--- src/sv/skc_pkg.sv ---
// Shared types, constants and table functions for the stereo compressor.
`default_nettype none

package skc_pkg;

  localparam int SAMPLE_BITS_DEF = 24;
  localparam int LOG_DEPTH_DEF   = 256;
  localparam int DB_PER_LOG2     = 394566;
  localparam int LOG2_PER_DB     = 10885;
  localparam int SILENCE_DB      = -30720;
  localparam int RED_MAX         = 32767;
  localparam int ROOT_STEPS      = 16;
  localparam int DIV_STEPS       = 14;
  localparam int CFG_AW          = 5;

  localparam logic [15:0] RST_THRESHOLD = 16'hEC00;
  localparam logic [16:0] RST_INV_RATIO = 17'd32768;
  localparam logic [13:0] RST_KNEE      = 14'd0;
  localparam logic [15:0] RST_ATTACK    = 16'd64880;
  localparam logic [15:0] RST_RELEASE   = 16'd65470;
  localparam logic [15:0] RST_MAKEUP    = 16'd0;

  typedef enum logic [2:0] {
    REG_THRESHOLD = 3'd0,
    REG_INV_RATIO = 3'd1,
    REG_KNEE      = 3'd2,
    REG_ATTACK    = 3'd3,
    REG_RELEASE   = 3'd4,
    REG_MAKEUP    = 3'd5
  } reg_idx_t;

  typedef struct packed {
    logic signed [15:0] threshold_db;
    logic [16:0]        inv_ratio;
    logic [13:0]        knee_width_db;
    logic [15:0]        attack_coeff;
    logic [15:0]        release_coeff;
    logic signed [15:0] makeup_gain_db;
  } cfg_t;

  typedef enum logic [4:0] {
    OP_IDLE, OP_CAPTURE, OP_MONO, OP_NORM, OP_LOG, OP_DB, OP_CURVE, OP_KMUL,
    OP_DIV, OP_BAL, OP_EXP, OP_ROOT, OP_MULL, OP_MULR, OP_FIN, OP_LOAD
  } op_t;

  typedef struct packed {
    op_t        op;
    logic [3:0] step;
  } cmd_t;

  typedef struct packed {
    logic bypass;
    logic silent;
    logic normed;
    logic hard;
    logic knee;
  } status_t;

  function automatic logic [63:0] isqrt64(input logic [63:0] v_in);
    logic [63:0] v;
    logic [63:0] res;
    logic [63:0] b;
    v   = v_in;
    res = '0;
    b   = 64'd1 << 62;
    for (int j = 0; j < 32; j++) begin
      if (b > v) b = b >> 2;
    end
    for (int j = 0; j < 32; j++) begin
      if (b != 0) begin
        if (v >= res + b) begin
          v   = v - (res + b);
          res = (res >> 1) + b;
        end else begin
          res = res >> 1;
        end
        b = b >> 2;
      end
    end
    return res;
  endfunction

  // Q2.30 value of 2^(2^-k).
  function automatic logic [31:0] root_val(input int k);
    logic [63:0] r;
    r = 64'd1 << 31;
    for (int j = 1; j <= ROOT_STEPS; j++) begin
      if (j <= k) r = isqrt64(r << 30);
    end
    return r[31:0];
  endfunction

  // Q0.16 log2 of the mantissa 1 + i/2^lb; the depth is a power of two.
  function automatic logic [15:0] log_val(input int i, input int lb);
    logic [63:0] x;
    logic [15:0] acc;
    x   = (64'd1 << 30) + ((64'(i) << 30) >> lb);
    acc = '0;
    for (int k = 1; k <= 16; k++) begin
      x = (x * x) >> 30;
      if (x >= (64'd2 << 30)) begin
        x = x >> 1;
        acc[16-k] = 1'b1;
      end
    end
    return acc;
  endfunction

endpackage

`default_nettype wire

--- src/sv/skc_ctrl.sv ---
// Sequencing state machine for the compressor datapath.
`default_nettype none

module skc_ctrl (
  input  wire logic             clk,
  input  wire logic             rst,
  input  wire logic             s_tvalid,
  output logic                  s_tready,
  output logic                  m_tvalid,
  input  wire logic             m_tready,
  input  wire skc_pkg::status_t status,
  output skc_pkg::cmd_t         cmd
);
  import skc_pkg::*;

  typedef enum logic [3:0] {
    S_IDLE, S_MONO, S_NORM, S_LOG, S_DB, S_CURVE, S_KMUL, S_DIV,
    S_BAL, S_EXP, S_ROOT, S_MULL, S_MULR, S_FIN, S_OUT
  } state_t;

  state_t     state;
  logic [3:0] cnt;
  logic       free;

  assign free     = !m_tvalid || m_tready;
  assign s_tready = (state == S_IDLE);

  always_comb begin
    cmd.step = cnt;
    unique case (state)
      S_IDLE:  cmd.op = s_tvalid ? OP_CAPTURE : OP_IDLE;
      S_MONO:  cmd.op = OP_MONO;
      S_NORM:  cmd.op = (status.silent || status.normed) ? OP_IDLE : OP_NORM;
      S_LOG:   cmd.op = OP_LOG;
      S_DB:    cmd.op = OP_DB;
      S_CURVE: cmd.op = OP_CURVE;
      S_KMUL:  cmd.op = OP_KMUL;
      S_DIV:   cmd.op = OP_DIV;
      S_BAL:   cmd.op = OP_BAL;
      S_EXP:   cmd.op = OP_EXP;
      S_ROOT:  cmd.op = OP_ROOT;
      S_MULL:  cmd.op = OP_MULL;
      S_MULR:  cmd.op = OP_MULR;
      S_FIN:   cmd.op = OP_FIN;
      S_OUT:   cmd.op = free ? OP_LOAD : OP_IDLE;
      default: cmd.op = OP_IDLE;
    endcase
  end

  always_ff @(posedge clk) begin
    if (rst) begin
      state    <= S_IDLE;
      cnt      <= '0;
      m_tvalid <= 1'b0;
    end else begin
      if (state == S_OUT && free) begin
        m_tvalid <= 1'b1;
      end else if (m_tvalid && m_tready) begin
        m_tvalid <= 1'b0;
      end
      unique case (state)
        S_IDLE:  if (s_tvalid) state <= S_MONO;
        S_MONO:  state <= status.bypass ? S_EXP : S_NORM;
        S_NORM: begin
          if (status.silent) state <= S_CURVE;
          else if (status.normed) state <= S_LOG;
        end
        S_LOG:   state <= S_DB;
        S_DB:    state <= S_CURVE;
        S_CURVE: state <= status.knee ? S_KMUL : S_BAL;
        S_KMUL: begin
          state <= S_DIV;
          cnt   <= '0;
        end
        S_DIV: begin
          if (cnt == 4'(DIV_STEPS - 1)) state <= S_BAL;
          cnt <= cnt + 4'd1;
        end
        S_BAL:   state <= S_EXP;
        S_EXP: begin
          state <= S_ROOT;
          cnt   <= '0;
        end
        S_ROOT: begin
          if (cnt == 4'(ROOT_STEPS - 1)) state <= S_MULL;
          cnt <= cnt + 4'd1;
        end
        S_MULL:  state <= S_MULR;
        S_MULR:  state <= S_FIN;
        S_FIN:   state <= S_OUT;
        S_OUT:   if (free) state <= S_IDLE;
        default: state <= S_IDLE;
      endcase
    end
  end

endmodule

`default_nettype wire

--- config.mk ---
export PLATFORM = sky130hd
export DESIGN_NAME = skc_ctrl
export DESIGN_NICKNAME = d
export VERILOG_FILES = /design/src/sv/skc_pkg.sv /design/src/sv/skc_ctrl.sv
export SDC_FILE = /design/constraint.sdc
export NUM_CORES = 1
export LEC_CHECK = 0
export ABC_AREA = 1
export BUFFER_PORTS_ARGS = -buffer_cell sky130_fd_sc_hd__buf_2
export CORE_MARGIN = 2
export CORE_UTILIZATION = 30
export DETAILED_ROUTE_END_ITERATION = 12
export HOLD_SLACK_MARGIN = 0.06
export PLACE_DENSITY = 0.48
export SLEW_MARGIN = 30
export SYNTH_ARGS = -nofsm -noshare
export SYNTH_HDL_FRONTEND = slang
export SYNTH_SLANG_ARGS = --single-unit
--- constraint.sdc ---
create_clock -name clk -period 3.27 [get_ports clk]
set_input_delay 0 -clock clk [delete_from_list [all_inputs] [get_ports clk]]
set_output_delay 0 -clock clk [all_outputs]
set_load 0.05 [all_outputs]
Yosys cells after proc, flatten, opt, wreduce, memory -nomap -nowiden

Index checks and enable logic that the tools add are counted.

Add/subtract/negate cells: 1
Eq/ne operators: 21
Multiplexer cells: 16
Reduce and logical (&&, ||, !) cells: 11

Operator list:

| kind                | count |
|---|---|
| $pmux 4 s15         | 2 |
| $eq 4x4->1 const B  | 9 |
| $mux 4              | 9 |
| $eq 4x3->1 const B  | 4 |
| $eq 4x2->1 const B  | 2 |
| $ne 2x2->1 const B  | 4 |
| $pmux 4 s2          | 1 |
| $reduce_and 5->1    | 1 |
| $add 4x1->4 const B | 1 |
| $eq 4x1->1 const B  | 1 |
| $logic_not 4->1     | 1 |
| $reduce_bool 2->1   | 2 |
| $reduce_or 2->1     | 2 |
| $mux 1              | 3 |
| $ne 3x3->1 const B  | 1 |
| $logic_and 1x1->1   | 2 |
| $logic_or 1x1->1    | 2 |
| $mux 2              | 1 |
| $logic_not 1->1     | 1 |

Register bits: 9
Bits of input ports: 9

Logic depth before layout (Yosys ltp)

Gate-level depths: netlist of run 1.

Depth after elaboration: 4
Gate-level depth with buffers: 9
Depth with buffers taken out: 9

Least setup slack after synthesis of run 1

Ideal clock, no wire load.

Path type: reg2reg
Start: register cnt[0]
End: register state[3]
Setup time: 0.114 ns
Data arrival time: 1.495 ns
Required time: 3.156 ns
Slack: 1.662 ns
Stages on the path, launching flop included: 9
Buffers on the path: 0
Cells stage by stage: dfxtp_1 -> ha_1 -> nand3_1 -> nand3_1 -> nand3_1 -> nor2_2 -> nand2_1 -> nand2_1 -> nor2_1

Word-level cells in the longest chain between the ends: 3
Elaborated cells on any way between the ends: 5
Those cells by class: eq/ne: 4; reduce/logical: 1

RTL lines:

| item                                 | line                           | text |
|---|---|---|
| from (decl)                          | skc_ctrl.sv:22                 | `logic [3:0] cnt;` |
| from (signal assigned)               | skc_ctrl.sv:77                 | `cnt <= cnt + 4'd1;` |
| from (signal assigned)               | skc_ctrl.sv:86                 | `cnt <= cnt + 4'd1;` |
| $eq 4x4->1, on equally long branches | skc_ctrl.sv:85, skc_ctrl.sv:76 |  |
| $ne 2x2->1 (no line)                 | n/a                            |  |
| $reduce_and 5->1 (no line) *         | n/a                            |  |
| to (signal assigned)                 | skc_ctrl.sv:63                 | `S_MONO: state <= status.bypass ? S_EXP : S_NORM;` |
| to (signal assigned)                 | skc_ctrl.sv:70                 | `S_CURVE: state <= status.knee ? S_KMUL : S_BAL;` |
| to (decl)                            | skc_ctrl.sv:21                 | `state_t state;` |

Every way passes the cells marked *; elsewhere a longest branch is shown, timed or not.
A chain may end at the register's enable or synchronous reset.

==> metrics.cfg, run 1 <==
[global_route]
grt_max_degree = 9
grt_antenna_before_repair = 0
grt_pass1_wl_um = 3130
grt_pass1_vias = 760
track_usage_pct = 15.0
grt.overflow.total = 0

[synthesis]
avgSynthCellArea_sq_um = 5.67
synth-xor-area-share_pct = 0
synth_fp_nets = 141
synthMuxAreaShare_pct = 0
yosysWarnings = 0
synth_seq_area_share_pct = 24.4
ys_ff_latch = 9
synth_top_family_by_area = simple AND/OR/NAND/NOR gates
synth-simple-area-share_pct = 44.0
synthDistinctLibCells = 20
syn-instance-count = 130
syn_area_sq_um = 737
synthAdderAreaFrac_pct = 3.40
synth-compound-area-share_pct = 17.0

[placement]
io_buffers = 17
place_ws_ns = 1.83
dp_cells = 174
gp_congestion = 0.804
dpl.hpwl_um = 1530

[drt]
drt-pass1-iter-count = 5
drt_wl_total_um = 1860
num_vias = 884
drtIter0Drc = 22
antenna_left = 0
post_drt_wl_per_cell_um = 10.3
drc = 0
via_per_inst = 4.91

[clock_tree]
cts_tree = yes
clock_latency_ns = 0.25
clock-sinks = 9
htreeDepth = 1
cts.clk_slew.worst_paths_ns = 0.06
cts_inserted_buffers = 3
root_buffer = clkbuf_4
cts-resized-gates = 0
cts_buffer_depth = 2

[setup_path]
worst-r2r-cell-count = 8
r2r-start = state[2]
worstSetupEndpoint = cmd[5]
crit_arrival_ns = 1.66
crit_type = reg2out
critPathLaunch = state[3]
rrSetupSlack_ns = 1.81
crit_path_max_fanout = 8
r2r_end = cnt[1]
cp-end-kind = output pin
cp-start-kind = flip-flop
required_ns = 3.27

[finish]
areaGrowthSynthToFinish_pct = 21.6
fillers = 252
seq_area_sq_um = 180
final_cells = 180
layout-drive-gt1-share_pct = 19.1
final_cell_mix = nand2_1 (35), nor2_1 (20), buf_2 (17)
multi_input_area_sq_um = 478
n_antenna_cell = 0
final_nets = 164
layout_commonest_cell = nand2_1

[floorplan]
initial_core_util_pct = 32.4
core_sq_um = 2280
ios = 20
die_area_sq_um = 2870
dieHeight_um = 53.6
rows = 17
die_x_um = 53.6

[power]
finalPower_mw = 0.574
power_density_nw_per_um2 = 641
p_int_mw = 0.257
comb_power_share_pct = 59.6
switching_power_mw = 0.317
vdd_drop_max_mv = 0.425
cellLeakagePower_nw = 0.475
p_clk_share_pct = 14.3
p_sw_share_pct = 55.2
pwr-share-seq_pct = 26.0

[sta]
setup_ws_ns = 1.61
skew_ns = 0.000494
fmax_mhz = 602
report.final.slew_viol_count = 0
finalSetupTns_ns = 0
rsz0062_at_grt = false
finalCritPeriodShare_pct = 50.8
finalHoldViolCount = 0
final.min_clock_period_ns = 1.66
hold_ws_ns = 0.132
finalSetupViolations = 0

[min_path]
min_path_type = in2reg
hold-path-cell-count = 5

[run]
drv_cap = 0

[run_status]
status = completed

[repair_timing]
action                                 CTS  global route
hold buffers                             2             0
setup buffers                            0             0
endpoints found under the hold margin    3             0
[power by group through the flow]
stage | Clock, mW | Sequential, mW | Combinational [mW]
2_1_floorplan | 0 | 0.147 | 0.271
3_3_place_gp | 0 | 0.152 | 0.342
3_5_place_dp | 0 | 0.151 | 0.340
4_1_cts | 0.0905 | 0.149 | 0.343
5_1_grt | 0.0988 | 0.151 | 0.375
6_report | 0.0823 | 0.149 | 0.342
[flip-flops by register name, indices dropped and copies added (netlist names)]
register and count:
m_tvalid 1, state 4, cnt 4
[routing by layer]
metal | routed length, um | part of all wire (%) | vias up | GRT usage [%]
li1 | - | - | 464 | -
met1 | 842 | 45 | 390 | 18.5
met2 | 888 | 48 | 28 | 25.7
met3 | 116 | 6.2 | 2 | 2.50
met4 | 14 | 0.75 | 0 | 6.41
met5 | 0 | 0 | - | 0
[metrics by stage]
step,util (%),area [sq um]
final,39.4,896
after global routing,39.4,896
after CTS,39.4,896
after detailed placement,37.3,850
after global placement,37.3,850
after floorplan,-,737
[cells by family after synthesis]
logic type / Yosys count
AO/OA/AOI/OAI: 23
adder cells (fa/ha/maj): 2
buffers and inverters: 20
flip-flops: 9
other: 1
AND/OR/NAND/NOR: 75
[worst max-delay path, stage by stage, from the launching register on]
cell,delay [ns]
dfxtp_1,0.37
nor2_2,0.32
nand3_1,0.22
nand2_1,0.11
inv_1,0.05
nand4_1,0.07
buf_2,0.27
[layout make-up]
class                   instances  area share [%]
inverters                      19            7.96
repair buffers                 19            11.7
well taps                      28            3.91
flip-flops and latches          9            20.1
multi-input cells             101            53.4
clock buffers                   4            2.93
[worst min path at each step]
stage | startpoint | to | slack, ns
final | status[3] | state[2] | 0.13
after global routing | status[3] | state[2] | 0.17
after CTS | status[3] | state[2] | 0.12
after detailed placement | rst | state[1] | 0.22
after global placement | rst | m_tvalid | 0.23
after floorplan | rst | m_tvalid | 0.07
[synth_stat cells]
master     instances  area share [%]
nand2_1           35              18
nor2_1            20              10
inv_1             15             7.6
nand3_1           11             7.5
dfxtp_1            9              24
a21oi_1            8             5.4
o21ai_0            7             4.8
o21ai_1            5             3.4
inv_2              4             2.0
nor2_2             3             2.5
ha_1               2             3.4
nand3b_1           2             2.0
nand4_1            2             1.7
buf_4              1             1.0
conb_1             1            0.51
nor2_4             1             1.5
nor3_1             1            0.68
o2111ai_1          1             1.2
o21a_1             1             1.0
o21ai_2            1             1.2
Note: power is estimated with default switching activity, not from simulation.
==> run 2: changes to the inputs <==
PLACE_DENSITY = 0.49   (was 0.48)
clock period = 1.4 ns   (was 3.27 ns; I/O delays follow)
==> run 2 against run 1 <==
Compared with the run above: the flow now finishes with violations (negative setup slack); via count up 12%; die area unchanged; utilization up 13 points; largest cell class unchanged; power rose to 3.1 times the previous value; count of clock-buffer cells in the layout unchanged; sequential power up 150%; highest routed layer unchanged; design area up 34%.
==> metrics.cfg, run 2 (synthesized netlist as in run 1, its figures left out) <==
[setup_path]
path_cells = buf_6 -> nor2_4 -> nand2_2 -> buf_4 -> nand4_1 -> buf_6  ; was nor2_2 -> nand3_1 -> nand2_1 -> inv_1 -> nand4_1 -> buf_2
worst-path-buf-inv = 3  ; was 2
crit_path_max_fanout = 7  ; was 8
cp-end-kind = output pin  ; unchanged
crit_slowest_cell = dfxtp_4  ; was dfxtp_1
cpPeakStageDelay_ns = 0.37  ; about the same
crit_top_cell = buf_6
crit_type = reg2out  ; unchanged
cp-start-kind = flip-flop  ; unchanged
required_ns = 1.40  ; was 3.27 ns
path_delay_family = buffers and inverters  ; was simple AND/OR/NAND/NOR gates
crit_arrival_ns = 1.45  ; was 1.66 ns

[global_route]
grt_pass1_vias = 890  ; was 760
grt_antenna_before_repair = 0  ; unchanged
track_usage_pct = 18.2  ; was 15.0%
grt_max_degree = 8  ; was 9
grt_pass1_wl_um = 3750  ; was 3130 um
grt.overflow.total = 0  ; unchanged

[run_status]
violations = negative setup slack
status = complete, but fails checks  ; was completed

[placement]
gp_congestion = 0.848  ; was 0.804
io_buffers = 17  ; unchanged
dpl.hpwl_um = 1760  ; was 1530 um
place_ws_ns = -0.0403  ; was 1.83 ns
dpl_cell_area_sq_um = 972  ; was 850 sq um

[drt]
drtIter0Drc = 15  ; was 22
antenna_left = 0  ; unchanged
via_per_inst = 4.85  ; was 4.91
drc = 0  ; unchanged
post_drt_wl_per_cell_um = 11.0  ; was 10.3 um
drt-pass1-iter-count = 5  ; unchanged
num_vias = 989  ; was 884
drt_wl_total_um = 2230  ; was 1860 um

[power]
vdd_drop_max_mv = 1.04  ; was 0.425 mV
cellLeakagePower_nw = 0.605  ; was 0.475 nW
power_density_nw_per_um2 = 1490  ; was 641 nW/um^2
p_clk_share_pct = 11.4  ; was 14.3%
pwr-share-seq_pct = 20.7  ; was 26.0%
p_sw_share_pct = 49.4  ; was 55.2%
comb_power_share_pct = 67.8  ; was 59.6%
switching_power_mw = 0.882  ; was 0.317 mW
p_int_mw = 0.902  ; was 0.257 mW

[floorplan]
ios = 20  ; unchanged
dieHeight_um = 53.6  ; unchanged
die_area_sq_um = 2870  ; unchanged
rows = 17  ; unchanged
die_x_um = 53.6  ; unchanged
initial_core_util_pct = 32.4  ; unchanged
core_sq_um = 2280  ; unchanged

[sta]
finalHoldViolCount = 0  ; unchanged
finalSetupViolations = 3  ; was 0
fmax_mhz = 689
report.final.slew_viol_count = 0  ; unchanged
finalSetupTns_ns = -0.129  ; was 0 ns
final.min_clock_period_ns = 1.45
skew_ns = 0.000354  ; was 0.000494 ns
rsz0062_at_grt = true  ; was false
finalCritPeriodShare_pct = 104
setup_ws_ns = -0.0518  ; was 1.61 ns

[finish]
multi_input_area_sq_um = 547  ; was 478 sq um
areaGrowthSynthToFinish_pct = 62.8  ; was 21.6%
reg_top3 = cnt: 4 flops, state: 4 flops, m_tvalid: 1 flops  ; unchanged
seq_area_sq_um = 196  ; was 180 sq um
design_area_sq_um = 1200  ; was 896 sq um
layout_commonest_cell = nand2_1  ; unchanged
final_cell_mix = nand2_1 (27), buf_4 (23), nor2_1 (18)  ; was nand2_1 (35), nor2_1 (20), buf_2 (17)
fillers = 238  ; was 252
n_antenna_cell = 0  ; unchanged
utilization_pct = 52.7  ; was 39.4%
layout-drive-gt1-share_pct = 44.3  ; was 19.1%
final_nets = 188  ; was 164

[min_path]
min_path_type = in2reg  ; unchanged

[clock_tree]
root_buffer = clkbuf_4  ; unchanged
cts.clk_slew.worst_paths_ns = 0.06  ; about the same
cts_buffer_depth = 2  ; unchanged
cts_tree = yes  ; unchanged
clock_latency_ns = 0.26  ; was 0.25 ns
clock-sinks = 9  ; unchanged
cts_inserted_buffers = 3  ; unchanged
htreeDepth = 1  ; unchanged

[run]
drv_cap = 0  ; unchanged

run 2: cell count changes in the layout (fill, tap and decap cells not counted), sizes merged:
cell	before	now
clkinvlp	0	1
inv	19	18
buf	17	41
run 2: worst paths after layout:
check	from	end	slack, ns	cells after the start
max	state[0]	cmd[5]	-0.05	6
min	status[3]	state[2]	0.12	5
max reg2reg	state[0]	state[0]	0.01	9
min reg2reg	cnt[0]	cnt[0]	0.48	1
run 2: worst reg2reg max path, cell delays in order (launching register included):
cell and delay [ns]:
dfxtp_4 0.37, buf_6 0.12, nor2_4 0.18, nand2_2 0.12
buf_4 0.15, o21ai_0 0.07, nor2_1 0.06, nand2_1 0.08
nand2_1 0.05, a21oi_1 0.11
run 2: per-layer routing:
layer	vias up	share of wire, %	global-route usage [%]
met2	22	48	29.2
li1	510	-	-
met4	0	0.81	6.41
met1	453	47	22.8
met5	-	0	0
met3	4	4.1	6.11
run 2: final cells by class:
cell class	count	share of cell area, %
clock buffers	4	2.19
inverters	19	6.26
multi-input cells	101	45.6
flip-flops and latches	9	16.4
well taps	28	2.92
repair buffers	43	26.7
run 2: timing repair:
item | in CTS | in global routing
endpoints found under the hold margin | 3 | 0
gates resized for setup | 28 | 12
hold buffers | 2 | 0
pin swaps | 7 | 5
buffers inserted | 8 | 1
setup endpoints to repair | 9 | 12
run 2: metrics by stage:
stage               total power [mW]  hold WS (ns)  instances
floorplan                      0.999        0.0617        130
global placement                1.31         0.219        189
detailed placement              1.31         0.231        189
CTS                             1.72         0.118        203
global route                    1.90         0.159        204
finish                          1.78         0.118        204
run 2: power by group through the flow:
stage	Clock [mW]	Sequential, mW	Combinational (mW)
after detailed placement	0	0.346	0.964
final	0.204	0.370	1.21
after global routing	0.226	0.375	1.30
after global placement	0	0.345	0.961
after CTS	0.212	0.362	1.15
after floorplan	0	0.343	0.656
