## config.mk

```make
export PLATFORM = sky130hd
export DESIGN_NAME = skc_regs
export DESIGN_NICKNAME = d
export VERILOG_FILES = /design/src/sv/skc_pkg.sv /design/src/sv/skc_regs.sv
export SDC_FILE = /design/constraint.sdc
export NUM_CORES = 1
export LEC_CHECK = 0
export ABC_CLOCK_PERIOD_IN_PS = 1300
export BUFFER_PORTS_ARGS = -buffer_cell sky130_fd_sc_hd__buf_2
export CORE_UTILIZATION = 45
export DETAILED_ROUTE_END_ITERATION = 6
export HOLD_SLACK_MARGIN = 0.02
export PLACE_DENSITY = 0.73
export RECOVER_POWER = 50
export SYNTH_ARGS = -nofsm -noshare
export SYNTH_HDL_FRONTEND = slang
export SYNTH_SLANG_ARGS = --single-unit
```

## constraint.sdc

```tcl
create_clock -name clk -period 1.3 [get_ports clk]
set_input_delay 0.13 -clock clk [delete_from_list [all_inputs] [get_ports clk]]
set_output_delay 0.13 -clock clk [all_outputs]
set_load 0.01 [all_outputs]
```

## src/sv/skc_pkg.sv

```systemverilog
// Shared types, constants and table functions for the stereo compressor.
`default_nettype none

package skc_pkg;

  localparam int SAMPLE_BITS_DEF = 24;
  localparam int LOG_DEPTH_DEF   = 256;
  localparam int DB_PER_LOG2     = 394566;
  localparam int LOG2_PER_DB     = 10885;
  localparam int SILENCE_DB      = -30720;
  localparam int RED_MAX         = 32767;
  localparam int ROOT_STEPS      = 16;
  localparam int DIV_STEPS       = 14;
  localparam int CFG_AW          = 5;

  localparam logic [15:0] RST_THRESHOLD = 16'hEC00;
  localparam logic [16:0] RST_INV_RATIO = 17'd32768;
  localparam logic [13:0] RST_KNEE      = 14'd0;
  localparam logic [15:0] RST_ATTACK    = 16'd64880;
  localparam logic [15:0] RST_RELEASE   = 16'd65470;
  localparam logic [15:0] RST_MAKEUP    = 16'd0;

  typedef enum logic [2:0] {
    REG_THRESHOLD = 3'd0,
    REG_INV_RATIO = 3'd1,
    REG_KNEE      = 3'd2,
    REG_ATTACK    = 3'd3,
    REG_RELEASE   = 3'd4,
    REG_MAKEUP    = 3'd5
  } reg_idx_t;

  typedef struct packed {
    logic signed [15:0] threshold_db;
    logic [16:0]        inv_ratio;
    logic [13:0]        knee_width_db;
    logic [15:0]        attack_coeff;
    logic [15:0]        release_coeff;
    logic signed [15:0] makeup_gain_db;
  } cfg_t;

  typedef enum logic [4:0] {
    OP_IDLE, OP_CAPTURE, OP_MONO, OP_NORM, OP_LOG, OP_DB, OP_CURVE, OP_KMUL,
    OP_DIV, OP_BAL, OP_EXP, OP_ROOT, OP_MULL, OP_MULR, OP_FIN, OP_LOAD
  } op_t;

  typedef struct packed {
    op_t        op;
    logic [3:0] step;
  } cmd_t;

  typedef struct packed {
    logic bypass;
    logic silent;
    logic normed;
    logic hard;
    logic knee;
  } status_t;

  function automatic logic [63:0] isqrt64(input logic [63:0] v_in);
    logic [63:0] v;
    logic [63:0] res;
    logic [63:0] b;
    v   = v_in;
    res = '0;
    b   = 64'd1 << 62;
    for (int j = 0; j < 32; j++) begin
      if (b > v) b = b >> 2;
    end
    for (int j = 0; j < 32; j++) begin
      if (b != 0) begin
        if (v >= res + b) begin
          v   = v - (res + b);
          res = (res >> 1) + b;
        end else begin
          res = res >> 1;
        end
        b = b >> 2;
      end
    end
    return res;
  endfunction

  // Q2.30 value of 2^(2^-k).
  function automatic logic [31:0] root_val(input int k);
    logic [63:0] r;
    r = 64'd1 << 31;
    for (int j = 1; j <= ROOT_STEPS; j++) begin
      if (j <= k) r = isqrt64(r << 30);
    end
    return r[31:0];
  endfunction

  // Q0.16 log2 of the mantissa 1 + i/2^lb; the depth is a power of two.
  function automatic logic [15:0] log_val(input int i, input int lb);
    logic [63:0] x;
    logic [15:0] acc;
    x   = (64'd1 << 30) + ((64'(i) << 30) >> lb);
    acc = '0;
    for (int k = 1; k <= 16; k++) begin
      x = (x * x) >> 30;
      if (x >= (64'd2 << 30)) begin
        x = x >> 1;
        acc[16-k] = 1'b1;
      end
    end
    return acc;
  endfunction

endpackage

`default_nettype wire

```

## src/sv/skc_regs.sv

```systemverilog
// Configuration register file behind the APB-style port.
`default_nettype none

module skc_regs (
  input  wire logic                       clk,
  input  wire logic                       rst,
  input  wire logic                       psel,
  input  wire logic                       penable,
  input  wire logic                       pwrite,
  input  wire logic [skc_pkg::CFG_AW-1:0] paddr,
  input  wire logic [31:0]                pwdata,
  output logic [31:0]                     prdata,
  output logic                            pready,
  output skc_pkg::cfg_t                   cfg
);
  import skc_pkg::*;

  logic     wr;
  reg_idx_t idx;

  assign pready = 1'b1;
  assign wr     = psel && penable && pwrite;
  assign idx    = reg_idx_t'(paddr[CFG_AW-1:2]);

  always_ff @(posedge clk) begin
    if (rst) begin
      cfg.threshold_db   <= RST_THRESHOLD;
      cfg.inv_ratio      <= RST_INV_RATIO;
      cfg.knee_width_db  <= RST_KNEE;
      cfg.attack_coeff   <= RST_ATTACK;
      cfg.release_coeff  <= RST_RELEASE;
      cfg.makeup_gain_db <= RST_MAKEUP;
    end else if (wr) begin
      unique case (idx)
        REG_THRESHOLD: cfg.threshold_db   <= pwdata[15:0];
        REG_INV_RATIO: cfg.inv_ratio      <= pwdata[16:0];
        REG_KNEE:      cfg.knee_width_db  <= pwdata[13:0];
        REG_ATTACK:    cfg.attack_coeff   <= pwdata[15:0];
        REG_RELEASE:   cfg.release_coeff  <= pwdata[15:0];
        REG_MAKEUP:    cfg.makeup_gain_db <= pwdata[15:0];
        default: ;
      endcase
    end
  end

  always_comb begin
    unique case (idx)
      REG_THRESHOLD: prdata = {16'h0, cfg.threshold_db};
      REG_INV_RATIO: prdata = {15'h0, cfg.inv_ratio};
      REG_KNEE:      prdata = {18'h0, cfg.knee_width_db};
      REG_ATTACK:    prdata = {16'h0, cfg.attack_coeff};
      REG_RELEASE:   prdata = {16'h0, cfg.release_coeff};
      REG_MAKEUP:    prdata = {16'h0, cfg.makeup_gain_db};
      default:       prdata = '0;
    endcase
  end

endmodule

`default_nettype wire

```

Word level (Yosys, flattened, before mapping). Cells that the tools add are included.

Register bits after elaboration: 95. Latch bits: 0. Memory bits (writable): 0. Bits in read-only memories: 0. Input port bits: 42. Output and inout port bits: 128. Logic and storage cells: 21. Memories kept: 0.

Add/subtract/negate cells: 0. Multipliers: 0. Div/mod/pow operators: 0. Order comparisons: 0. Eq/ne operators: 5. Shifts and indexed selects: 0. Multiplexer cells: 1. Bitwise gates (word level): 0. Reduce and logical (&&, ||, !) cells: 9.

Operators with widths (number): case mux 17 bit (6 select lines) (1); AND reduction 2 bit (6); == test 3 x 2 -> 1 bit (second input constant) (2); == test 3 bit (second input constant) (2); == test 3 x 1 -> 1 bit (second input constant) (1); zero test 3 bit (1); logical AND 1 bit (2).

Logic depth before layout (Yosys ltp). Gate-level depths: netlist (run 1).

Word-level depth: 3. Mapped depth: 5.

Worst setup path after synthesis (run 1). OpenSTA, ideal clock, no wires.

Path type: input -> output. Start point: input paddr[2] (netlist bit). End point: output prdata[10]. Data arrival time: 1020 ps. Data required time: 1170 ps. Path slack: 150 ps. Cell stages on the path: 5. Path through: buf_6 > buf_6 > nor2_1 > a22oi_1 > o22ai_1.

Word-level cells in the longest chain between the ends: 2. Elaborated cells on any way between the ends: 7. Those cells by class: eq/ne (5); mux (1); reduce/logical (1).

RTL lines: from (decl) (RTL line skc_regs.sv:10) `input wire logic [skc_pkg::CFG_AW-1:0] paddr,`; == test 3 bit, or another cell as far along (RTL line skc_regs.sv:47) `unique case (idx)`; case mux 17 bit (6 select lines) * (RTL line skc_regs.sv:47); to (decl) (RTL line skc_regs.sv:12) `output logic [31:0] prdata,`.

Mark *: on every way between the ends. The rest lies on a longest branch, timed or not.

Final worst setup path (run 1).
Start point: register cfg[77] (netlist bit). End point: output prdata[15].

Word-level cells in the longest chain between the ends: 1.

RTL lines: from (decl) (RTL line skc_regs.sv:14) `output skc_pkg::cfg_t cfg`; case mux 17 bit (6 select lines) (RTL line skc_regs.sv:47).

No other way between the ends.

==> flow_metrics.py, run 1 <==
metrics = {
    "outcome": {
        "status": "finished, violations left",
        "violations": "setup timing",
    },
    "routing": {
        "dr_total_vias": 4408,
        "drc": 0,
        "wire_per_inst_um": 17.6,
        "wl_um": 14600,
        "drtPass1Iterations": 5,
        "drt_iter0_markers": 183,
        "ant_nets": 0,
        "via_per_inst": 5.30,
    },
    "critical_path": {
        "critPathTopFamily": "flip-flops",
        "rr_worst_depth": 5,
        "crit_type": "reg2out",
        "crit_slowest_cell": "dfxtp_2",
        "crit_buf_inv": 1,
        "crit_chain": "mux2_2, a221oi_2, nor2_1, buf_2",
        "end_kind": "output port",
        "slowest_delay_ps": 330,
        "arrival_ps": 1450,
        "crit_start": "cfg[77]",
        "r2r_setup_slack_ps": 330,
        "critPathRequiredTime_ps": 1170,
        "startpoint_type": "flip-flop",
        "cp_max_fo": 2,
        "worstReg2RegEnd": "cfg[6]",
        "reg2reg_from": "cfg[6]",
        "crit_cells": 4,
        "cp-endpoint": "prdata[15]",
    },
    "finish": {
        "nNetsFinal": 733,
        "final_common_cell": "buf_2",
        "layout_common_cells": "buf_2, mux2i_1, buf_4",
        "regMostFlops": "cfg",
        "fin_util_pct": 62.2,
        "antenna_cells": 0,
        "syn2layout_area_growth_pct": 34.5,
        "largest_reg_flops": 95,
        "stdcell_area_mm2": 0.00639,
        "layoutNonFillerInstCount": 832,
        "largestRegisters": "cfg x95",
        "drive_gt1_share_pct": 43.8,
        "final.fill_count": 902,
    },
    "place": {
        "place.gp.congestion": 0.838,
        "dp_cells": 780,
        "pre_cts_ws_ps": -242,
        "dp_hpwl_um": 10200,
        "io_buffers": 136,
        "postPlaceCellArea_mm2": 0.00579,
    },
    "sta": {
        "relSlewSlack_pct": 65.9,
        "min_period_over_period_pct": 121,
        "fmax_ghz": 0.635,
        "finalSetupViolations": 16,
        "hold_ws_ps": 38.9,
        "fin_ws_ps": -275,
        "finalHoldViolCount": 0,
        "finalCriticalPeriod_ps": 1580,
        "tns_ps": -2490,
        "tightest_slew_ps": 511,
        "finClkSkew_ps": 0,
        "drv_slew": 0,
        "rsz0062_at_grt": "true",
    },
    "floorplan": {
        "die_w_um": 105,
        "ioPinCount": 170,
        "dieHeight_um": 105,
        "rows": 37,
        "coreArea_mm2": 0.0103,
        "dieArea_mm2": 0.0110,
        "initial_core_util_pct": 46.2,
    },
    "power_and_ir_drop": {
        "total_power_mw": 5.77,
        "max-vdd-ir-drop_v": 0.000624,
        "power_density_mw_per_mm2": 902,
        "p_leak_nw": 2.98,
    },
    "synthesis": {
        "synthDistinctLibCells": 41,
        "ys_warn_count": 0,
        "synth-seq-cells": 95,
        "synth-edff-count": 0,
        "ys.flop_type": "dfxtp_1",
        "syn_area_per_cell_um2": 9.68,
        "synth_area_mm2": 0.00475,
        "yosysSeqAreaShare_pct": 40.0,
        "syn_inst": 491,
        "ys_async_sr_fraction_pct": 0,
    },
    "global_routing": {
        "grt_first_pass_wirelength_um": 23000,
        "antenna_found_initial": 0,
        "grt.total_usage_pct": 26.6,
        "first_global_vias": 4418,
        "grt_max_degree": 68,
        "overflow": 0,
    },
    "clocking": {
        "cts_buffer_depth": 2,
        "path_clk_slew_ps": 100,
        "cts_root_buf": "clkbuf_8",
        "clk-insertion-delay-late_ps": 360,
        "cts_max_level": 3,
        "cts_made_buffers": 9,
        "tritoncts": "built",
        "cts.sinks": 95,
    },
    "flow_run": {
        "drv_cap": 0,
    },
    "worst_hold_path": {
        "hp-class": "in2reg",
        "min_from": "pwdata[14]",
    },
}
cell usage after synthesis (2+ instances only):
| master | instances | area, um^2 |
|---|---|---|
| a211o_1 | 5 | 43.8 |
| buf_6 | 9 | 101 |
| mux2i_1 | 79 | 791 |
| o21ai_2 | 3 | 26.3 |
| mux2_2 | 24 | 270 |
| inv_1 | 2 | 7.51 |
| and3_1 | 6 | 37.5 |
| a32oi_1 | 2 | 17.5 |
| a221oi_1 | 3 | 26.3 |
| a22oi_1 | 14 | 105 |
| a21oi_1 | 3 | 15.0 |
| o22ai_1 | 5 | 31.3 |
| buf_4 | 18 | 135 |
| clkbuf_1 | 19 | 71.3 |
| buf_2 | 7 | 35.0 |
| nor2_1 | 39 | 146 |
| o21ai_1 | 10 | 50.1 |
| nand2b_1 | 63 | 394 |
| conb_1 | 2 | 7.51 |
| nand2_1 | 5 | 18.8 |
| o221ai_1 | 5 | 43.8 |
| nor2b_1 | 23 | 144 |
| o21ai_0 | 33 | 165 |
| dfxtp_1 | 95 | 1900 |
tightest hold or removal path, stage by stage:
cell and delay, ps:
buf_2 100, nand2b_1 70, mux2i_1 70
routing by layer:
layer,vias to the layer above,track usage (%),share of wire [%]
met3,37,4.80,5.9
li1,2074,-,-
met4,0,10.9,3.1
met2,168,45.6,47
met5,-,0,0
met1,2129,32.8,44
cell families (layout without fill, tap and decap cells):
kind of cell,after synthesis,in the layout,synth area share (%)
flip-flops,95,95,40.0
buffers and inverters,56,247,7.69
multiplexers,103,103,22.3
AND/OR/NAND/NOR,149,149,18.3
other,2,16,0.158
AO/OA/AOI/OAI,86,86,11.5
layout make-up:
type	instances	area, um^2	share of cell area (%)
timing repair buffer	229	1360	21.3
multi-input combinational	354	2690	42.1
inverter	2	7.51	0.117
clock inverter	6	73.8	1.16
clock buffer	10	138	2.15
tap	136	170	2.66
sequential	95	1950	30.5
power by group:
| part | internal [mW] | switching, mW |
|---|---|---|
| registers | 2.93 | 0.0172 |
| logic | 0.318 | 0.408 |
| clock network | 0.974 | 1.12 |
how the worst min path moves through the flow:
stage                     depth (start not counted)  endpoint  slack (ps)
after floorplan                                   2   cfg[15]         280
after global placement                            3   cfg[78]         390
after detailed placement                          3   cfg[78]         410
after CTS                                         3   cfg[21]          30
after global routing                              3   cfg[76]          50
final                                             3   cfg[76]          40
repair_timing:
action | CTS | global route
hold buffers | 1 | 0
endpoints found under the hold margin | 1 | 0
pin swaps | 13 | 4
buffers inserted | 34 | 1
gates resized for setup | 68 | 14
endpoints found under the setup margin | 16 | 17
Note: power is estimated with default switching activity, not from simulation.
==> inputs of run 2 (changes only) <==
- GPL_TIMING_DRIVEN: unset -> 0
==> run 2 against run 1 <==
The run still ends with setup timing left. Die area unchanged. Combinational power is 4.0% higher. Clock power hardly changed. Non-clock buffer count is 6 lower. Maximum frequency up 3.3%. Cell count down 0.72%. Global-route usage rose by 3.5 points. Via count rose by 4.2%. Sequential share of layout area grew 0.50 points. Design area decreased by 1.9%. Setup slack improved by 51 ps. Highest routed layer unchanged. Register-to-register slack improved by 30 ps.
==> flow_metrics.py, run 2 (synthesis gave the netlist of run 1 again) <==
metrics = {
    "outcome": {
        "status": "finished, violations left",
        "violations": "setup timing",
    },
    "sta": {
        "relSlewSlack_pct": 52.8,
        "drv_slew": 0,
        "finClkSkew_ps": 0,
        "tightest_slew_ps": 708,
        "fmax_ghz": 0.656,
        "finalSetupViolations": 55,
        "hold_ws_ps": 25.9,
        "min_period_over_period_pct": 117,
        "fin_ws_ps": -224,
        "finalCriticalPeriod_ps": 1520,
        "finalHoldViolCount": 0,
        "rsz0062_at_grt": "true",
    },
    "finish": {
        "antenna_cells": 0,
        "drive_gt1_share_pct": 40.1,
        "multi_input_area_mm2": 0.00268,
        "final.fill_count": 929,
        "regMostFlops": "cfg",
        "seq_area_mm2": 0.00194,
        "largest_reg_flops": 95,
        "final_common_cell": "buf_2",
        "layout_common_cells": "buf_2, mux2i_1, nand2b_1, dfxtp_1, buf_4",
        "syn2layout_area_growth_pct": 31.9,
        "fin_util_pct": 61.0,
        "largestRegisters": "cfg x95",
        "nNetsFinal": 727,
    },
    "floorplan": {
        "rows": 37,
        "dieHeight_um": 105,
        "ioPinCount": 170,
        "dieArea_mm2": 0.0110,
        "initial_core_util_pct": 46.2,
        "coreArea_mm2": 0.0103,
        "die_w_um": 105,
    },
    "routing": {
        "wire_per_inst_um": 20.1,
        "via_per_inst": 5.56,
        "drtPass1Iterations": 5,
        "drt_iter0_markers": 429,
        "dr_total_vias": 4592,
        "drc": 0,
        "wl_um": 16600,
        "ant_nets": 0,
    },
    "global_routing": {
        "grt_first_pass_wirelength_um": 25000,
        "overflow": 0,
        "first_global_vias": 4459,
        "antenna_found_initial": 0,
        "grt_max_degree": 19,
        "grt.total_usage_pct": 30.1,
    },
    "power_and_ir_drop": {
        "swShare_pct": 28.5,
        "power_density_mw_per_mm2": 929,
        "combPwrFrac_pct": 13.0,
        "p_clk_share_pct": 36.4,
        "intPower_mw": 4.16,
        "max-vdd-ir-drop_v": 0.000645,
        "p_sw_mw": 1.66,
        "seq_power_share_pct": 50.7,
        "p_leak_nw": 2.88,
    },
    "place": {
        "place.gp.congestion": 0.840,
        "dp_hpwl_um": 11200,
        "io_buffers": 135,
        "pre_cts_ws_ps": -526,
    },
    "clocking": {
        "tritoncts": "built",
        "cts_made_buffers": 9,
        "cts_buffer_depth": 2,
        "cts_root_buf": "clkbuf_8",
        "cts.sinks": 95,
        "clk-insertion-delay-late_ps": 360,
        "cts_max_level": 3,
        "path_clk_slew_ps": 100,
        "cts_hold_buf": 0,
    },
    "critical_path": {
        "critPathRequiredTime_ps": 1170,
        "startpoint_type": "flip-flop",
        "worstReg2RegEnd": "cfg[4]",
        "r2r_setup_slack_ps": 360,
        "crit_type": "reg2out",
        "end_kind": "output port",
        "rr_worst_depth": 4,
        "arrival_ps": 1390,
        "reg2reg_from": "cfg[4]",
        "cp_max_fo": 2,
    },
    "worst_hold_path": {
        "hold_depth": 3,
        "worstHoldEndpoint": "cfg[78]",
        "hp-class": "in2reg",
        "min_from": "pwdata[16]",
    },
    "flow_run": {
        "drv_cap": 0,
    },
}
run 2: cell count changes in the layout (fill, tap and decap cells not counted), moves of 4 or more:
cell / delta
dfxtp_2: -5
o21ai_0: -6
clkbuf_1: +15
buf_2: +4
o21ai_1: +6
clkbuf_2: -6
buf_6: +4
buf_4: -20
dfxtp_1: +5
run 2: worst max path at each step:
| stage | to | cells past startpoint | slack [ps] | start |
|---|---|---|---|---|
| 2_1_floorplan | prdata[10] | 5 | 150 | paddr[2] |
| 3_3_place_gp | prdata[4] | 7 | -550 | paddr[2] |
| 3_5_place_dp | prdata[6] | 7 | -530 | paddr[2] |
| 4_1_cts | prdata[15] | 4 | -220 | cfg[47] |
| 5_1_grt | prdata[12] | 4 | -270 | cfg[91] |
| 6_report | prdata[4] | 4 | -220 | cfg[36] |
run 2: repair_timing:
item,CTS,global route
endpoints found under the setup margin,17,16
setup buffers,29,6
pin swaps,9,7
gates resized for setup,76,11
run 2: stage by stage:
step	power, mW	setup TNS (ps)	instance area, um^2	cells
5_1_grt	5.99	-8670	6270	826
2_1_floorplan	3.43	0	4800	505
6_report	5.82	-6480	6270	826
4_1_cts	5.78	-2680	6280	820
3_3_place_gp	3.68	-9720	5650	776
3_5_place_dp	3.69	-10870	5650	776
run 2: metal layers:
layer | part of all wire (%) | GRT usage [%]
met2 | 48 | 49.6
met5 | 0 | 0
met1 | 43 | 38.6
met4 | 2.1 | 13.0
met3 | 7.3 | 5.24
run 2: power groups by stage:
stage / sequential, mW / combinational, mW / clock (mW)
floorplan: 3.02 / 0.411 / 0
global placement: 3.02 / 0.666 / 0
detailed placement: 3.02 / 0.673 / 0
CTS: 2.95 / 0.734 / 2.10
global route: 2.95 / 0.792 / 2.25
finish: 2.95 / 0.755 / 2.12
run 2: critical path, stage by stage, from the launching register on:
cell,delay [ps]
dfxtp_2,340
mux2_2,260
a22oi_1,150
o22ai_1,110
buf_2,170
run 2: cell type report:
type                            instances  area share (%)
Multi-Input combinational cell        354            42.7
Sequential cell                        95            31.0
Timing Repair Buffer                  170            14.3
Buffer                                 53            5.83
Tap cell                              136            2.72
Clock buffer                            9            1.98
Clock inverter                          7            1.38
Inverter                                2           0.120
==> inputs of run 3 (changes only) <==
- ABC_CLOCK_PERIOD_IN_PS: 1300 -> 1400
- PLACE_DENSITY: 0.73 -> 0.76
- clock period: 1.3 -> 1.4 ns (I/O delays scaled with it)
==> run 3 against run 2 <==
The flow still finishes with violations (setup timing). Via count increased by 2.0%. First-iteration DRC count decreased by 21%. Die area unchanged. Combinational power decreased by 2.6%. Non-clock buffer count decreased by 5. Clock power decreased by 12%.
==> flow_metrics.py, run 3 (synthesis gave the netlist of run 1 again) <==
metrics = {
    "outcome": {
        "status": "finished, violations left",
        "violations": "setup timing",
    },
    "power_and_ir_drop": {
        "power_density_mw_per_mm2": 851,
        "max-vdd-ir-drop_v": 0.000511,
        "p_leak_nw": 2.90,
    },
    "sta": {
        "relSlewSlack_pct": 48.7,
        "tightest_slew_ps": 769,
        "finalHoldViolCount": 0,
        "hold_ws_ps": 28.6,
        "tns_ps": -3410,
        "finClkSkew_ps": 0,
        "fin_ws_ps": -172,
        "finalCriticalPeriod_ps": 1570,
        "drv_slew": 0,
        "finalSetupViolations": 39,
        "min_period_over_period_pct": 112,
        "fmax_ghz": 0.636,
        "rsz0062_at_grt": "true",
    },
    "clocking": {
        "cts.sinks": 95,
        "cts_max_level": 3,
        "cts_root_buf": "clkbuf_8",
        "cts_made_buffers": 9,
        "tritoncts": "built",
        "path_clk_slew_ps": 90,
        "clk-insertion-delay-late_ps": 370,
        "cts_buffer_depth": 2,
    },
    "finish": {
        "largest_reg_flops": 95,
        "drive_gt1_share_pct": 40.1,
        "antenna_cells": 0,
        "layout_common_cells": "buf_2, mux2i_1, dfxtp_1",
        "multi_input_area_mm2": 0.00272,
        "nNetsFinal": 722,
        "largestRegisters": "cfg x95",
        "seq_area_mm2": 0.00193,
        "final_common_cell": "buf_2",
        "final.fill_count": 908,
        "regMostFlops": "cfg",
        "syn2layout_area_growth_pct": 32.1,
    },
    "global_routing": {
        "grt.total_usage_pct": 31.3,
        "overflow": 0,
        "grt_max_degree": 17,
        "first_global_vias": 4629,
        "grt_first_pass_wirelength_um": 26000,
        "antenna_found_initial": 0,
    },
    "routing": {
        "via_per_inst": 5.70,
        "wire_per_inst_um": 20.8,
        "drc": 0,
        "drtPass1Iterations": 5,
        "wl_um": 17100,
        "dr_total_vias": 4682,
        "ant_nets": 0,
        "drt_iter0_markers": 341,
    },
    "floorplan": {
        "dieArea_mm2": 0.0110,
        "die_w_um": 105,
        "initial_core_util_pct": 46.2,
        "rows": 37,
        "dieHeight_um": 105,
        "ioPinCount": 170,
        "coreArea_mm2": 0.0103,
    },
    "critical_path": {
        "cp_max_fo": 3,
        "startpoint_type": "flip-flop",
        "arrival_ps": 1430,
        "end_kind": "output port",
        "crit_type": "reg2out",
        "critPathRequiredTime_ps": 1260,
    },
    "worst_hold_path": {
        "hp-class": "in2reg",
    },
    "place": {
        "io_buffers": 135,
        "place.gp.congestion": 0.868,
        "dp_hpwl_um": 11400,
    },
    "flow_run": {
        "drv_cap": 0,
    },
}
run 3: changes by cell type in the layout (fill, tap and decap cells not counted), sizes merged:
cell	previous run	this run
clkinv	1	2
inv	6	2
clkbuf	64	59
clkinvlp	1	4
run 3: area by class of cell:
type	count	area share, %
Clock inverter	7	1.18
Timing Repair Buffer	165	14.0
Buffer	53	5.98
Sequential cell	95	30.8
Inverter	2	0.120
Tap cell	136	2.71
Clock buffer	9	1.97
Multi-Input combinational cell	354	43.3
run 3: metal layers:
metal  global-route usage (%)  vias to the layer above  wire length, um
met5                        0                        -                0
met4                     15.2                        0              549
met3                     6.74                       56             1630
met2                     51.8                      301             8020
met1                     38.5                     2264             6900
li1                         -                     2061                -
run 3: what timing repair did:
item,CTS,global route
hold endpoints to repair,0,0
gates cloned,0,0
pin swaps,9,7
hold buffers,0,0
buffers inserted,26,4
gates resized for setup,78,23
setup endpoints to repair,16,16
run 3: critical path, cell delays in order (launching register included):
cell and delay [ps]:
dfxtp_1 350, mux2_2 290, a22oi_2 140, o22ai_1 110, buf_2 170
run 3: path summary, 6_finish.rpt:
check,cells after the start,startpoint,slack [ps],endpoint
hold reg to reg,2,cfg[73],500,cfg[73]
hold / removal,3,pwdata[16],30,cfg[78]
setup reg to reg,4,cfg[41],460,cfg[41]
setup / recovery,4,cfg[36],-170,prdata[4]
run 3: stage by stage:
stage	area, um^2	utilization [%]	std cells	power [mW]	setup WS, ps
2_1_floorplan	4800	-	505	3.19	230
3_3_place_gp	5650	55.0	776	3.42	-504
3_5_place_dp	5650	55.0	776	3.43	-442
4_1_cts	6260	60.9	817	5.27	-142
5_1_grt	6280	61.1	821	5.49	-196
6_report	6280	61.1	821	5.34	-172
run 3: where the power goes:
| group | internal (mW) | switching [mW] |
|---|---|---|
| Sequential | 2.72 | 0.0175 |
| Combinational | 0.295 | 0.440 |
| Clock | 0.825 | 1.04 |
